File: src/rtl/core/usbcds_pkg.sv
`timescale 1ns / 1ps
// Shared types and constants for the USB configuration descriptor scanner.
// No dependencies; the config registers, step logic and top level import this package.
package usbcds_pkg;

    localparam int unsigned BUFFER_BYTES = 256;
    localparam logic [15:0] BUFFER_LIMIT =
        (BUFFER_BYTES > 65535) ? 16'hFFFF : 16'(BUFFER_BYTES);

    localparam logic [7:0] KIND_CONFIGURATION = 8'h02;
    localparam logic [7:0] KIND_INTERFACE     = 8'h04;
    localparam logic [7:0] KIND_ENDPOINT      = 8'h05;
    localparam logic [7:0] ATTR_BULK_BIT      = 8'h02;
    localparam logic [7:0] EP_DIR_IN          = 8'h80;
    localparam logic [7:0] EP_NUM_MASK        = 8'h0F;

    localparam logic [7:0] CLASS_RESET    = 8'd1;
    localparam logic [7:0] SUBCLASS_RESET = 8'd3;

    typedef enum logic [0:0] {
        CFG_WANTED_CLASS    = 1'b0,
        CFG_WANTED_SUBCLASS = 1'b1
    } cfg_index_t;

    typedef struct packed {
        logic [15:0] stream_offset;
        logic [15:0] length_limit;
        logic [7:0]  inner_offset;
        logic [7:0]  descriptor_length;
        logic [7:0]  descriptor_kind;
        logic [7:0]  held_byte_a;
        logic [7:0]  held_byte_b;
        logic [7:0]  config_store;
        logic [11:0] in_slot;
        logic [11:0] out_slot;
        logic [7:0]  endpoint_counter;
        logic        finished;
    } scan_state_t;

    typedef struct packed {
        logic [7:0] wanted_class;
        logic [7:0] wanted_subclass;
    } match_cfg_t;

    localparam scan_state_t STATE_RESET = '{
        stream_offset:     16'd0,
        length_limit:      BUFFER_LIMIT,
        inner_offset:      8'd0,
        descriptor_length: 8'd0,
        descriptor_kind:   8'd0,
        held_byte_a:       8'd0,
        held_byte_b:       8'd0,
        config_store:      8'd0,
        in_slot:           12'd0,
        out_slot:          12'd0,
        endpoint_counter:  8'd1,
        finished:          1'b0
    };

endpackage

File: src/rtl/core/usbcds_in_if.sv
`timescale 1ns / 1ps
// Input channel: one descriptor byte per word with a restart mark.
// Depends on nothing.
interface usbcds_in_if;
    logic       valid;
    logic       ready;
    logic [7:0] data_byte;
    logic       first_byte;

    modport source (output valid, output data_byte, output first_byte, input ready);
    modport sink (input valid, input data_byte, input first_byte, output ready);
endinterface

File: src/rtl/core/usbcds_out_if.sv
`timescale 1ns / 1ps
// Result channel: scanner status after each descriptor byte.
// Depends on nothing.
interface usbcds_out_if;
    logic       valid;
    logic       ready;
    logic [7:0] config_value;
    logic [3:0] in_endpoint;
    logic [7:0] in_packet_size;
    logic [3:0] out_endpoint;
    logic [7:0] out_packet_size;
    logic [7:0] endpoint_total;
    logic       parse_done;

    modport source (
        output valid, output config_value, output in_endpoint, output in_packet_size,
        output out_endpoint, output out_packet_size, output endpoint_total,
        output parse_done, input ready
    );
    modport sink (
        input valid, input config_value, input in_endpoint, input in_packet_size,
        input out_endpoint, input out_packet_size, input endpoint_total,
        input parse_done, output ready
    );
endinterface

File: src/rtl/core/usbcds_cfg_regs.sv
`timescale 1ns / 1ps
// Match configuration registers: wanted interface class and subclass.
// Depends on usbcds_pkg.
module usbcds_cfg_regs
    import usbcds_pkg::*;
(
    input  logic       clk,
    input  logic       rst_n,
    input  logic       cfg_write_en,
    input  logic [0:0] cfg_index,
    input  logic [7:0] cfg_data,
    output match_cfg_t match_cfg
);

    match_cfg_t cfg_reg;

    always_ff @(posedge clk or negedge rst_n)
    begin
        if (!rst_n)
        begin
            cfg_reg.wanted_class    <= CLASS_RESET;
            cfg_reg.wanted_subclass <= SUBCLASS_RESET;
        end
        else if (cfg_write_en)
        begin
            case (cfg_index_t'(cfg_index))
                CFG_WANTED_CLASS:    cfg_reg.wanted_class    <= cfg_data;
                CFG_WANTED_SUBCLASS: cfg_reg.wanted_subclass <= cfg_data;
                default:             cfg_reg <= cfg_reg;
            endcase
        end
    end

    assign match_cfg = cfg_reg;

endmodule

File: src/rtl/core/usbcds_step.sv
`timescale 1ns / 1ps
// Next-state logic of the descriptor walk for one byte.
// Depends on usbcds_pkg.
module usbcds_step
    import usbcds_pkg::*;
(
    input  scan_state_t state,
    input  logic [7:0]  data_byte,
    input  logic        first_byte,
    input  match_cfg_t  match_cfg,
    output scan_state_t state_next
);

    scan_state_t cur;
    scan_state_t nxt;
    logic [11:0] slot;

    always_comb
    begin
        cur  = first_byte ? STATE_RESET : state;
        nxt  = cur;
        slot = {nxt.held_byte_a[3:0], data_byte};
        if (!cur.finished)
        begin
            if (cur.stream_offset == 16'd2)
            begin
                nxt.held_byte_b = data_byte;
            end
            else if (cur.stream_offset == 16'd3)
            begin
                nxt.length_limit = ({data_byte, nxt.held_byte_b} > BUFFER_LIMIT) ?
                                   BUFFER_LIMIT : {data_byte, nxt.held_byte_b};
            end

            if (cur.inner_offset == 8'd0)
            begin
                nxt.descriptor_length = data_byte;
                nxt.descriptor_kind   = 8'd0;
                if (data_byte == 8'd0)
                begin
                    nxt.finished = 1'b1;
                end
            end
            else if (cur.inner_offset == 8'd1)
            begin
                nxt.descriptor_kind = data_byte;
            end
            else if (cur.descriptor_kind == KIND_CONFIGURATION)
            begin
                if (cur.inner_offset == 8'd5)
                begin
                    nxt.config_store = data_byte;
                end
            end
            else if (cur.descriptor_kind == KIND_INTERFACE)
            begin
                if (cur.inner_offset == 8'd5)
                begin
                    nxt.held_byte_a = data_byte;
                end
                else if (cur.inner_offset == 8'd6)
                begin
                    if (nxt.held_byte_a != match_cfg.wanted_class ||
                        data_byte != match_cfg.wanted_subclass)
                    begin
                        nxt.config_store = 8'd0;
                        nxt.finished     = 1'b1;
                    end
                end
            end
            else if (cur.descriptor_kind == KIND_ENDPOINT)
            begin
                if (cur.inner_offset == 8'd2)
                begin
                    nxt.held_byte_a = data_byte;
                end
                else if (cur.inner_offset == 8'd3)
                begin
                    nxt.held_byte_b = data_byte;
                end
                else if (cur.inner_offset == 8'd4 &&
                         (nxt.held_byte_b & ATTR_BULK_BIT) != 8'd0)
                begin
                    if ((nxt.held_byte_a & EP_DIR_IN) != 8'd0)
                    begin
                        nxt.in_slot = slot;
                    end
                    else
                    begin
                        nxt.out_slot = slot;
                    end
                    if (nxt.endpoint_counter != 8'hFF)
                    begin
                        nxt.endpoint_counter = nxt.endpoint_counter + 8'd1;
                    end
                end
            end

            if (nxt.descriptor_length != 8'd0)
            begin
                nxt.inner_offset = cur.inner_offset + 8'd1;
                if (nxt.inner_offset >= nxt.descriptor_length)
                begin
                    nxt.inner_offset = 8'd0;
                end
            end

            if (cur.stream_offset != 16'hFFFF)
            begin
                nxt.stream_offset = cur.stream_offset + 16'd1;
            end
            if (nxt.stream_offset >= nxt.length_limit)
            begin
                nxt.finished = 1'b1;
            end
        end
        state_next = nxt;
    end

endmodule

File: src/rtl/core/usb_config_descriptor_scanner_top.sv
`timescale 1ns / 1ps
// USB configuration descriptor scanner, top level. An accepted byte is captured
// in the input register, and its updated state is stored in the result register.
// Throughput: one word per cycle while the result channel is not stalled, set by
// the combinational state update between the registers. Reset clears the parse
// state, sets wanted class 1 and subclass 3. Depends on usbcds_pkg and the ifs.
module usb_config_descriptor_scanner_top
    import usbcds_pkg::*;
(
    input  logic         clk,
    input  logic         rst_n,
    usbcds_in_if.sink    desc,
    usbcds_out_if.source res,
    input  logic         cfg_write_en,
    input  logic [0:0]   cfg_index,
    input  logic [7:0]   cfg_data
);

    logic        in_valid_reg;
    logic [7:0]  in_data_reg;
    logic        in_first_reg;
    logic        out_valid_reg;
    scan_state_t state_reg;
    scan_state_t state_next;
    scan_state_t result_reg;
    match_cfg_t  match_cfg;
    logic        advance;

    usbcds_cfg_regs u_cfg (
        .clk          (clk),
        .rst_n        (rst_n),
        .cfg_write_en (cfg_write_en),
        .cfg_index    (cfg_index),
        .cfg_data     (cfg_data),
        .match_cfg    (match_cfg)
    );

    usbcds_step u_step (
        .state      (state_reg),
        .data_byte  (in_data_reg),
        .first_byte (in_first_reg),
        .match_cfg  (match_cfg),
        .state_next (state_next)
    );

    assign advance    = !out_valid_reg || res.ready;
    assign desc.ready = !in_valid_reg || advance;

    always_ff @(posedge clk or negedge rst_n)
    begin
        if (!rst_n)
        begin
            in_valid_reg  <= 1'b0;
            out_valid_reg <= 1'b0;
            state_reg     <= STATE_RESET;
        end
        else
        begin
            if (desc.ready)
            begin
                in_valid_reg <= desc.valid;
            end
            if (advance)
            begin
                out_valid_reg <= in_valid_reg;
                if (in_valid_reg)
                begin
                    state_reg <= state_next;
                end
            end
        end
    end

    always_ff @(posedge clk)
    begin
        if (desc.ready && desc.valid)
        begin
            in_data_reg  <= desc.data_byte;
            in_first_reg <= desc.first_byte;
        end
        if (advance && in_valid_reg)
        begin
            result_reg <= state_next;
        end
    end

    assign res.valid           = out_valid_reg;
    assign res.config_value    = result_reg.config_store;
    assign res.in_endpoint     = result_reg.in_slot[11:8];
    assign res.in_packet_size  = result_reg.in_slot[7:0];
    assign res.out_endpoint    = result_reg.out_slot[11:8];
    assign res.out_packet_size = result_reg.out_slot[7:0];
    assign res.endpoint_total  = result_reg.endpoint_counter;
    assign res.parse_done      = result_reg.finished;

    a_counter_nonzero: assert property (@(posedge clk) disable iff (!rst_n)
        state_reg.endpoint_counter != 8'd0)
        else $error("endpoint counter reached zero");

    a_inner_in_range: assert property (@(posedge clk) disable iff (!rst_n)
        (state_reg.descriptor_length == 8'd0 && state_reg.inner_offset == 8'd0) ||
        (state_reg.inner_offset < state_reg.descriptor_length))
        else $error("inner offset outside descriptor");

    a_total_clamped: assert property (@(posedge clk) disable iff (!rst_n)
        state_reg.length_limit <= BUFFER_LIMIT)
        else $error("total length above buffer limit");

    a_finished_holds: assert property (@(posedge clk) disable iff (!rst_n)
        (advance && in_valid_reg && state_reg.finished && !in_first_reg)
        |=> $stable(state_reg.stream_offset))
        else $error("offset moved after parse end");

endmodule
File: src/flat_wrapper.sv
// flat-port wrapper written by rule: the top's interface ports become plain ports
module usb_config_descriptor_scanner_top_flat import usbcds_pkg::*;
  (clk, rst_n, cfg_write_en, cfg_index, cfg_data, desc_valid, desc_data_byte, desc_first_byte, desc_ready, res_valid, res_config_value, res_in_endpoint, res_in_packet_size, res_out_endpoint, res_out_packet_size, res_endpoint_total, res_parse_done, res_ready);
  usbcds_in_if desc_i ();
  usbcds_out_if res_i ();
  input  logic clk;
  input  logic rst_n;
  input  logic cfg_write_en;
  input  logic [0:0] cfg_index;
  input  logic [7:0] cfg_data;
  input wire logic [$bits(desc_i.valid)-1:0] desc_valid;
  input wire logic [$bits(desc_i.data_byte)-1:0] desc_data_byte;
  input wire logic [$bits(desc_i.first_byte)-1:0] desc_first_byte;
  output wire logic [$bits(desc_i.ready)-1:0] desc_ready;
  output wire logic [$bits(res_i.valid)-1:0] res_valid;
  output wire logic [$bits(res_i.config_value)-1:0] res_config_value;
  output wire logic [$bits(res_i.in_endpoint)-1:0] res_in_endpoint;
  output wire logic [$bits(res_i.in_packet_size)-1:0] res_in_packet_size;
  output wire logic [$bits(res_i.out_endpoint)-1:0] res_out_endpoint;
  output wire logic [$bits(res_i.out_packet_size)-1:0] res_out_packet_size;
  output wire logic [$bits(res_i.endpoint_total)-1:0] res_endpoint_total;
  output wire logic [$bits(res_i.parse_done)-1:0] res_parse_done;
  input wire logic [$bits(res_i.ready)-1:0] res_ready;
  assign desc_i.valid = desc_valid;
  assign desc_i.data_byte = desc_data_byte;
  assign desc_i.first_byte = desc_first_byte;
  assign desc_ready = desc_i.ready;
  assign res_valid = res_i.valid;
  assign res_config_value = res_i.config_value;
  assign res_in_endpoint = res_i.in_endpoint;
  assign res_in_packet_size = res_i.in_packet_size;
  assign res_out_endpoint = res_i.out_endpoint;
  assign res_out_packet_size = res_i.out_packet_size;
  assign res_endpoint_total = res_i.endpoint_total;
  assign res_parse_done = res_i.parse_done;
  assign res_i.ready = res_ready;
  usb_config_descriptor_scanner_top u_core (.clk(clk), .rst_n(rst_n), .desc(desc_i), .res(res_i), .cfg_write_en(cfg_write_en), .cfg_index(cfg_index), .cfg_data(cfg_data));
endmodule
File: config.mk
export PLATFORM = sky130hd
export DESIGN_NAME = usb_config_descriptor_scanner_top_flat
export DESIGN_NICKNAME = d
export VERILOG_FILES = /design/src/rtl/core/usbcds_pkg.sv /design/src/rtl/core/usbcds_in_if.sv /design/src/rtl/core/usbcds_out_if.sv /design/src/rtl/core/usbcds_cfg_regs.sv /design/src/rtl/core/usbcds_step.sv /design/src/rtl/core/usb_config_descriptor_scanner_top.sv /design/src/flat_wrapper.sv
export SDC_FILE = /design/constraint.sdc
export NUM_CORES = 1
export LEC_CHECK = 0
export BUFFER_PORTS_ARGS = -buffer_cell sky130_fd_sc_hd__buf_2
export CELL_PAD_IN_SITES_DETAIL_PLACEMENT = 1
export CELL_PAD_IN_SITES_GLOBAL_PLACEMENT = 1
export CORE_MARGIN = 5
export CORE_UTILIZATION = 52
export DETAILED_ROUTE_END_ITERATION = 7
export PLACE_DENSITY_LB_ADDON = 0.1
export SYNTH_ARGS = -nofsm -noshare
export SYNTH_HDL_FRONTEND = slang
export SYNTH_SLANG_ARGS = --single-unit
File: constraint.sdc
create_clock -name clk -period 7.3 [get_ports clk]
set_clock_uncertainty 0.15 [all_clocks]
set_input_delay 1.095 -clock clk [delete_from_list [all_inputs] [get_ports clk]]
set_output_delay 1.095 -clock clk [all_outputs]
set_load 0.02 [all_outputs]
==> results by group, run 1 <==
Die
  • CORE AREA: 19,300 sq um
  • Die W: 149 um
  • Top Ports: 66
  • Die Area: 22,300 sq um
  • Die Ht: 149 um
  • Initial Util: 52.4%
  • Core Rows: 51

Logic synthesis
  • Avg Cell Area, Syn: ~10 sq um
  • EDFF count, synth: 50
  • Synth top area cells: dfrtp_1, edfxtp_1, nand2_1
  • Yosys Warn Count: 0
  • FFs w/ async S/R, synth: 72.4%
  • Share of the synthesized area in the top cell type: 31.2%
  • Post-synth cell types: 84
  • Mapped cell area: 10,100 sq um
  • Syn nets: 1,063
  • Top cells by count, synth: nand2_1, dfrtp_1, nor2_1
  • Post-synth top flop: dfrtp_1
  • Count leader, synth: nand2_1
  • Synth area leader: dfrtp_1
  • Synthesis-stage register bit count: roughly 180
  • Cell count after synthesis: 1,009
  • Sequential fraction of the synthesis area: 47.4%

Detailed routing
  • DR pass1 iterations: 5
  • Post-DRT Antenna Nets: 0
  • Vias: ~8,200
  • Post-detailed-route via-to-cell ratio: 6.19
  • Detailed Route WL: approximately 30,000 um
  • WL per Instance: between 20 and 25 um
  • Iter 0 DRT Violations: 539
  • DRC Markers: 0

Final layout
  • Layout area overhead: 10.9%
  • Number of flip-flops in the largest register: 113
  • Layout Cells excl Fill: 1,327
  • Layout cell share with drive strength beyond 1: 16.2%
  • Finished Core Util: 58.1%
  • # diodes: 0
  • Nets: 1,103
  • Final Cell Area: 11,200 sq um

Clock tree
  • Reg clk slew, reported paths: 70 ps
  • CTS tree: done
  • Clk buf depth: 2
  • CTS Buf Count: 17
  • Hold Buf Count CTS: 0
  • Post-cts sizing count: 0
  • H-tree levels: 4
  • Worst skew pair latency: 440 ps
  • Setup bufs post-CTS: 0
  • CTS root buffer: clkbuf_16
  • Sinks on Clock Net: 181

STA
  • Setup Viol. Count Final: 0
  • Fin crit share: 67.2%
  • Setup TNS: 0 ps
  • Unrepaired setup endpoints after global routing: no
  • Slew @ Worst Pin: 1180 ps
  • Fmax: approximately 200 MHz
  • Fin. max-slew vios: 0
  • Relative slew slack: 20.4%
  • Final Worst Setup Slack: 2390 ps
  • WHS: 338 ps
  • Minimum clock period: between 4000 and 5000 ps
  • Fin. Hold Viols: 0

Min path
  • HP Class: reg2reg

Critical path
  • Type of origin of the critical path: register
  • Critical path type: reg2reg
  • WP data arrival: 4930 ps
  • CP max FO: 57
  • CP required: 7320 ps
  • Crit path capture type: register

Power
  • Max VDD drop: 164 uV
  • PwrDens: between 200 and 300 nW/um^2
  • Static leakage: between 4 and 5 nW
  • Power, Total: 3.09 mW

Place
  • HPWL after DPL: a little under 20,000 um
  • Pre-CTS setup slack: 2450 ps
  • DP Cell Count: 1,295
  • Placer Congestion: 0.901
  • Placed cell area: 10,600 sq um
  • Port Buffers: 65

GRT
  • Largest net degree at the start of global routing: 75
  • Initial antenna violation count: 0
  • Global-route wire length before repair: 47,500 um
  • All-Layer GR Usage: a little over a quarter
  • Total gr overflow: 0
  • Vias in the first global route: about 8,800

Status
  • Outcome: finished, final reports clean

Run
  • Number of max-cap violations: 0
[area by class of cell]
type                       count  area, sq um
sequential                   181         4790
fill                        2197         8070
inverter                      15         56.3
tap                          265          332
timing repair buffer          85          482
clock buffer                  18          439
clock inverter                14          153
multi-input combinational    749         4950
[cells by family after synthesis]
group / count (synthesis) / share of synthesized area (%)
and+or+nand+nor: 401 / 20.6
AOI/OAI and AO/OA: 247 / 17.7
DFF: 181 / 47.4
buffers and inverters: 79 / 3.72
muxes: 38 / 3.98
xor gates and xnor gates: 32 / 2.77
adders and majority gates: 31 / 3.84
[layer usage]
layer	global-route usage, %	part of all wire, %
met1	35.7	44
met2	44.7	47
met3	5.07	5.2
met4	11.0	3.6
met5	0	0
[layout by cell type (no fill, tap or decap), drive strengths merged, types with 21 or more instances in the layout]
cell type / netlist / routed
a22o: 43 / 43
nor4: 23 / 23
nor2: 66 / 66
nand2: 159 / 159
inv: 14 / 24
a21oi: 34 / 34
dfrtp: 126 / 126
a22oi: 22 / 22
edfxtp: 50 / 50
mux2i: 21 / 21
nand3: 30 / 30
buf: 32 / 85
ha: 31 / 31
o21ai: 58 / 58
[worst paths after layout]
path,cells after the start,slack (ps),from,endpoint
worst max-delay path,17,2390,u_core.in_first_reg$_DFFE_PP_,u_core.res.parse_done$_DFFE_PP_
worst min-delay path,1,340,u_core.state_reg[93]$_DFFE_PN0P_,u_core.state_reg[93]$_DFFE_PN0P_
worst max register to register,17,2390,u_core.in_first_reg$_DFFE_PP_,u_core.res.parse_done$_DFFE_PP_
worst min register to register,1,340,u_core.state_reg[93]$_DFFE_PN0P_,u_core.state_reg[93]$_DFFE_PN0P_
max in group asynchronous,2,5230,rst_n,u_core.state_reg[43]$_DFFE_PN0P_
min in group asynchronous,1,510,rst_n,u_core.state_reg[79]$_DFFE_PN0P_
[critical path, cell delays in order, from the launching register on]
cell       delay (ps)
edfxtp_1          360
buf_4             520
buf_4             580
nor2b_1           200
ha_1              300
nand2_1           110
nor3_1             60
nor4_2            560
and3_1            310
xnor2_1           130
nor2_1             60
ha_1              310
nand4_1           110
nor2_1             60
nor2_1             90
a21oi_1            70
a2111oi_0         520
nand2_1           110
[report_power, final]
group	switching [mW]	leakage, nW	total, mW	internal (mW)
combinational	0.486	2.08	0.789	0.303
sequential	0.152	2.17	1.37	1.21
clock	0.459	0.295	0.930	0.471
total	1.10	4.54	3.09	1.99
(Power assumes the default switching activity.)
==> inputs of run 2 (changes only) <==
Settings changed: CORE_UTILIZATION 52 to 48.
Clock period 7.3 ns to 4.6 ns, I/O delays scaled along.
==> run 2 against run 1 <==
Net effect: sequential cell count stayed put; setup slack worse by 2000 ps; critical path type unchanged; clock power is 56% higher; die area is 7.8% higher; sequential power is 60% higher; maximum frequency is 16% higher; non-clock buffer count is 4 higher.
==> results by group, run 2 (synthesis gave the netlist of run 1 again) <==
Status
  • Outcome: finished, final reports clean (unchanged)

GRT
  • Largest net degree at the start of global routing: 99 (was 75)
  • Global-route wire length before repair: 47,500 um (about the same)
  • Total gr overflow: 0 (unchanged)
  • Initial antenna violation count: 0 (unchanged)
  • Vias in the first global route: 8,398 (was 8,821)
  • All-Layer GR Usage: 24.9% (was 27.2%)

Critical path
  • WP depth: 16 (was 17)
  • Crit path buffers/inverters: 4 (was 2)
  • Crit path capture type: register (unchanged)
  • Type of origin of the critical path: register (unchanged)
  • Critical path type: reg2reg (unchanged)
  • Cell Chain, Critical Path: clkinv_1 > buf_4 > nand2_1 > inv_1 > ha_1 > nor3b_2 > nand3_1 > a21oi_1 > ha_1 > nand2b_1 > a211oi_1 > o21ai_0 > and4_1 > a2111oi_1 > buf_4 > nand2_1 (was buf_4 > buf_4 > nor2b_1 > ha_1 > nand2_1 > nor3_1 > nor4_2 > and3_1 > xnor2_1 > nor2_1 > ha_1 > nand4_1 > nor2_1 > nor2_1 > a21oi_1 > a2111oi_0 > nand2_1)
  • Crit path max-delay family: simple AND/OR/NAND/NOR gates (unchanged)
  • Worst r2r path cells: 16 (was 17)
  • Critical-path top delay cell: nor3b_2 (was buf_4)
  • Max incr delay on CP: 630 ps (was 580 ps)
  • CP required: 4640 ps (was 7320 ps)
  • CP max FO: 11 (was 57)
  • WP data arrival: 4280 ps (was 4930 ps)

Clock tree
  • Sinks on Clock Net: 181 (unchanged)
  • Reg clk slew, reported paths: 80 ps (was 70 ps)
  • CTS tree: done (unchanged)
  • CTS root buffer: clkbuf_16 (unchanged)
  • Worst skew pair latency: 440 ps (about the same)
  • Post-cts sizing count: 0 (unchanged)
  • CTS Buf Count: 17 (unchanged)
  • Clk buf depth: 2 (unchanged)
  • H-tree levels: 4 (unchanged)
  • Hold Buf Count CTS: 0 (unchanged)
  • Setup bufs post-CTS: 0 (unchanged)

Power
  • Sw frac: 35.1% (was 35.6%)
  • Psw: 1.72 mW (was 1.10 mW)
  • Power, Total: 4.89 mW (was 3.09 mW)
  • Clock Power Share: 29.7% (was 30.1%)
  • Seq pwr share: 44.7% (was 44.3%)
  • PwrDens: 435 nW/um^2 (was 276 nW/um^2)
  • Pint: 3.17 mW (was 1.99 mW)
  • Static leakage: 4.55 nW (was 4.54 nW)
  • Max VDD drop: 272 uV (was 164 uV)
  • Combinational power share: 25.6% (about the same)

Die
  • Top Ports: 66 (unchanged)
  • Die Ht: 155 um (was 149 um)
  • Initial Util: 48.4% (was 52.4%)
  • Die W: 155 um (was 149 um)
  • Die Area: 24,000 sq um (was 22,300 sq um)
  • CORE AREA: 20,900 sq um (was 19,300 sq um)
  • Core Rows: 53 (was 51)

Final layout
  • Most frequent cells in the layout: nand2_1, dfrtp_1, nor2_1, buf_2, edfxtp_1 (unchanged)
  • Commonest non-fill, non-tap cell in the layout: nand2_1 (unchanged)
  • Nets: 1,107 (was 1,103)
  • Number of flip-flops in the largest register: 113 (unchanged)
  • # diodes: 0 (unchanged)
  • Layout area overhead: 11.3% (was 10.9%)
  • Layout cell share with drive strength beyond 1: 16.4% (was 16.2%)

STA
  • Minimum clock period: 4240 ps (was 4910 ps)
  • Setup Viol. Count Final: 0 (unchanged)
  • Fmax: 236 MHz (was 204 MHz)
  • Unrepaired setup endpoints after global routing: no (unchanged)
  • Final Worst Setup Slack: 358 ps (was 2390 ps)
  • Fin crit share: 92.2% (was 67.2%)
  • Setup TNS: 0 ps (unchanged)
  • Slew @ Worst Pin: 1370 ps (was 1180 ps)
  • Fin. max-slew vios: 0 (unchanged)
  • Relative slew slack: 7.74% (was 20.4%)
  • Fin. Hold Viols: 0 (unchanged)

Min path
  • HP Class: in2async (was reg2reg)

Place
  • Port Buffers: 65 (unchanged)
  • Pre-CTS setup slack: 383 ps (was 2450 ps)
  • Placer Congestion: 0.864 (was 0.901)
  • HPWL after DPL: 19,900 um (was 19,800 um)

Detailed routing
  • Iter 0 DRT Violations: 506 (was 539)
  • WL per Instance: 21.9 um (was 22.0 um)
  • Post-detailed-route via-to-cell ratio: 6.13 (was 6.19)
  • DRC Markers: 0 (unchanged)
  • Detailed Route WL: 29,300 um (was 29,200 um)
  • Vias: 8,223 (was 8,210)
  • Post-DRT Antenna Nets: 0 (unchanged)
  • DR pass1 iterations: 5 (unchanged)

Run
  • Number of max-cap violations: 0 (unchanged)
-- run 2: area by class of cell --
cell class / count / area, sq um
fillers: 2351 / 9640
multi-input cells: 749 / 4950
flip-flops and latches: 181 / 4790
repair buffers: 89 / 524
clock buffers: 19 / 454
well taps: 275 / 344
clock inverters: 13 / 129
inverters: 15 / 56.3
-- run 2: final timing paths --
path                       slack [ps]                               endpoint                              from
min in group clk                  270        u_core.in_data_reg[2]$_DFFE_PP_                 desc_data_byte[2]
max reg2reg                       360        u_core.res.parse_done$_DFFE_PP_     u_core.in_first_reg$_DFFE_PP_
min reg2reg                       340       u_core.state_reg[93]$_DFFE_PN0P_  u_core.state_reg[93]$_DFFE_PN0P_
max in group asynchronous        3190  u_core.u_cfg.match_cfg[1]$_DFFE_PN1P_                             rst_n
min                               160      u_core.state_reg[112]$_DFFE_PN0P_                             rst_n
max                               360        u_core.res.parse_done$_DFFE_PP_     u_core.in_first_reg$_DFFE_PP_
-- run 2: stage by stage --
step	area, sq um	utilization, %	cells	hold WS, ps
6_report	11200	53.8	1341	162
5_1_grt	11200	53.8	1341	219
4_1_cts	11200	53.8	1341	193
3_5_place_dp	10700	51.0	1309	320
3_3_place_gp	10700	51.0	1309	322
2_1_floorplan	10100	-	1009	244
-- run 2: routing by layer --
metal / part of all wire, % / global-route usage (%) / vias up
met3: 5.2 / 4.31 / 30
met1: 46 / 35.4 / 4167
li1: - / - / 3796
met5: 0 / 0 / -
met4: 1.9 / 6.60 / 0
met2: 47 / 39.7 / 230
-- run 2: power groups by stage --
| stage | logic [mW] | clock network [mW] | registers [mW] |
|---|---|---|---|
| after floorplan | 0.877 | 0 | 2.15 |
| after global placement | 1.20 | 0 | 2.20 |
| after detailed placement | 1.25 | 0 | 2.21 |
| after CTS | 1.26 | 1.48 | 2.18 |
| after global routing | 1.40 | 1.56 | 2.22 |
| final | 1.25 | 1.45 | 2.19 |
==> inputs of run 3 (changes only) <==
Settings changed: CORE_MARGIN 5 to 1.5.
==> run 3 against run 2 <==
Net effect: maximum frequency is 1.2% higher; sequential power hardly changed; worst hold slack worse by 26 ps; combinational power hardly changed; via count is 0.29% higher; final cell count hardly changed; routed wire length is 0.29% lower; critical endpoint unchanged; largest cell class unchanged; largest power group unchanged.
==> results by group, run 3 (synthesis gave the netlist of run 1 again) <==
Place
  • DP Cell Count: 1,308 (was 1,309)
  • Port Buffers: 65 (unchanged)
  • HPWL after DPL: 19,900 um (about the same)
  • Placer Congestion: 0.876 (was 0.864)
  • Placed cell area: 10,700 sq um (about the same)

Final layout
  • Layout area overhead: 12.0% (was 11.3%)
  • Layout Cells excl Fill: 1,340 (was 1,341)
  • Number of flip-flops in the largest register: 113 (unchanged)
  • Most frequent cells in the layout: nand2_1, dfrtp_1, nor2_1, buf_2, edfxtp_1 (unchanged)
  • # diodes: 0 (unchanged)
  • Reg area: 4790 sq um (unchanged)
  • Layout cell share with drive strength beyond 1: 16.8% (was 16.4%)
  • Multi-input gate area: 4950 sq um (about the same)
  • Commonest non-fill, non-tap cell in the layout: nand2_1 (unchanged)
  • Final Cell Area: 11,300 sq um (was 11,200 sq um)
  • Nets: 1,111 (was 1,107)
  • Fillers: 2,308 (was 2,351)

Detailed routing
  • Post-DRT Antenna Nets: 0 (unchanged)
  • Detailed Route WL: 29,200 um (was 29,300 um)
  • DR pass1 iterations: 5 (unchanged)
  • Post-detailed-route via-to-cell ratio: 6.15 (was 6.13)
  • WL per Instance: 21.8 um (was 21.9 um)
  • Vias: 8,247 (was 8,223)
  • DRC Markers: 0 (unchanged)
  • Iter 0 DRT Violations: 678 (was 506)

Clock tree
  • Post-cts sizing count: 0 (unchanged)
  • CTS root buffer: clkbuf_16 (unchanged)
  • Sinks on Clock Net: 181 (unchanged)
  • CTS tree: done (unchanged)
  • H-tree levels: 4 (unchanged)
  • Reg clk slew, reported paths: 70 ps (was 80 ps)
  • Hold Buf Count CTS: 0 (unchanged)
  • Clk buf depth: 2 (unchanged)
  • Worst skew pair latency: 440 ps (about the same)
  • CTS Buf Count: 17 (unchanged)
  • Setup bufs post-CTS: 0 (unchanged)

Critical path
  • Crit path capture type: register (unchanged)
  • CP required: 4620 ps (was 4640 ps)
  • Crit-path most repeated cell: or4_1
  • CP max FO: 8 (was 11)
  • Cell Chain, Critical Path: or4_1 > or4_1 > a31oi_2 > nand3_1 > a21oi_1 > ha_1 > nand2b_1 > a211oi_1 > o21ai_0 > and4_1 > a2111oi_0 > nand2_1 (was clkinv_1 > buf_4 > nand2_1 > inv_1 > ha_1 > nor3b_2 > nand3_1 > a21oi_1 > ha_1 > nand2b_1 > a211oi_1 > o21ai_0 > and4_1 > a2111oi_1 > buf_4 > nand2_1)
  • Critical-path top delay cell: or4_1 (was nor3b_2)
  • WP data arrival: 4210 ps (was 4280 ps)
  • Critical path type: reg2reg (unchanged)
  • Type of origin of the critical path: register (unchanged)
  • Max incr delay on CP: 560 ps (was 630 ps)

GRT
  • All-Layer GR Usage: 27.6% (was 24.9%)
  • Vias in the first global route: 8,540 (was 8,398)
  • Total gr overflow: 0 (unchanged)
  • Largest net degree at the start of global routing: 75 (was 99)
  • Initial antenna violation count: 0 (unchanged)
  • Global-route wire length before repair: 46,900 um (was 47,500 um)

Die
  • CORE AREA: 20,400 sq um (was 20,900 sq um)
  • Die Area: 21,900 sq um (was 24,000 sq um)
  • Top Ports: 66 (unchanged)
  • Core Rows: 52 (was 53)
  • Initial Util: 49.4% (was 48.4%)
  • Die Ht: 148 um (was 155 um)
  • Die W: 148 um (was 155 um)

STA
  • Minimum clock period: 4190 ps (was 4240 ps)
  • Relative slew slack: 26.1% (was 7.74%)
  • Fin. Hold Viols: 0 (unchanged)
  • Fin crit share: 91.1% (was 92.2%)
  • Setup TNS: 0 ps (unchanged)
  • Fin. max-slew vios: 0 (unchanged)
  • Unrepaired setup endpoints after global routing: no (unchanged)
  • Fmax: 239 MHz (was 236 MHz)
  • Setup Viol. Count Final: 0 (unchanged)
  • Slew @ Worst Pin: 1100 ps (was 1370 ps)

Power
  • Static leakage: 4.60 nW (was 4.55 nW)
  • Max VDD drop: 247 uV (was 272 uV)
  • PwrDens: 445 nW/um^2 (was 435 nW/um^2)

Run
  • Number of max-cap violations: 0 (unchanged)

Min path
  • HP Class: in2async (unchanged)

Status
  • Outcome: finished, final reports clean (unchanged)
## run 3: cell count changes in the layout (fill, tap and decap cells not counted), sizes merged
cell | previous run | this run
bufinv | 0 | 2
buf | 89 | 93
clkbuf | 19 | 21
clkinv | 7 | 2
clkinvlp | 0 | 1
## run 3: power breakdown
part	internal [mW]	switching (mW)	leakage [nW]
combinational	0.490	0.765	2.12
clock	0.910	0.675	0.313
sequential	1.93	0.260	2.17
## run 3: layer usage
metal	GRT usage [%]	part of all wire, %	up-vias
li1	-	-	3807
met1	37.8	46	4190
met3	4.57	4.5	38
met4	6.78	1.5	0
met2	45.8	48	212
met5	0	0	-
## run 3: worst paths after layout
kind	start	to	slack, ps	cells after the start
hold reg to reg	u_core.state_reg[94]$_DFFE_PN0P_	u_core.state_reg[94]$_DFFE_PN0P_	340	1
setup reg to reg	u_core.in_data_reg[6]$_DFFE_PP_	u_core.res.parse_done$_DFFE_PP_	410	12
min in group clk	desc_data_byte[5]	u_core.in_data_reg[5]$_DFFE_PP_	280	1
setup / recovery	u_core.in_data_reg[6]$_DFFE_PP_	u_core.res.parse_done$_DFFE_PP_	410	12
max in group asynchronous	rst_n	u_core.state_reg[1]$_DFFE_PN1P_	3190	2
hold / removal	rst_n	u_core.state_reg[112]$_DFFE_PN0P_	140	1
## run 3: worst max-delay path, delay by kind of cell, from the launching register on
family          cells  cell delay (ps)
flops               1              380
compound gates      5             1450
simple gates        6             1700
fa+ha+maj           1              250
## run 3: through the flow
step                power (mW)  setup slack, ps  util [%]  hold slack [ps]
global placement          3.39              538      52.2              316
floorplan                 3.03              183         -              244
CTS                       5.03              358      55.4              162
finish                    5.03              408      55.4              136
global route              5.28             76.7      55.4              184
detailed placement        3.45              383      52.2              325
## run 3: cell type report
| class | instances | area share (%) |
|---|---|---|
| sequential | 181 | 42.3 |
| tap | 270 | 2.99 |
| clock buffer | 21 | 4.46 |
| clock inverter | 11 | 1.16 |
| inverter | 15 | 0.498 |
| multi-input combinational | 749 | 43.8 |
| timing repair buffer | 93 | 4.79 |
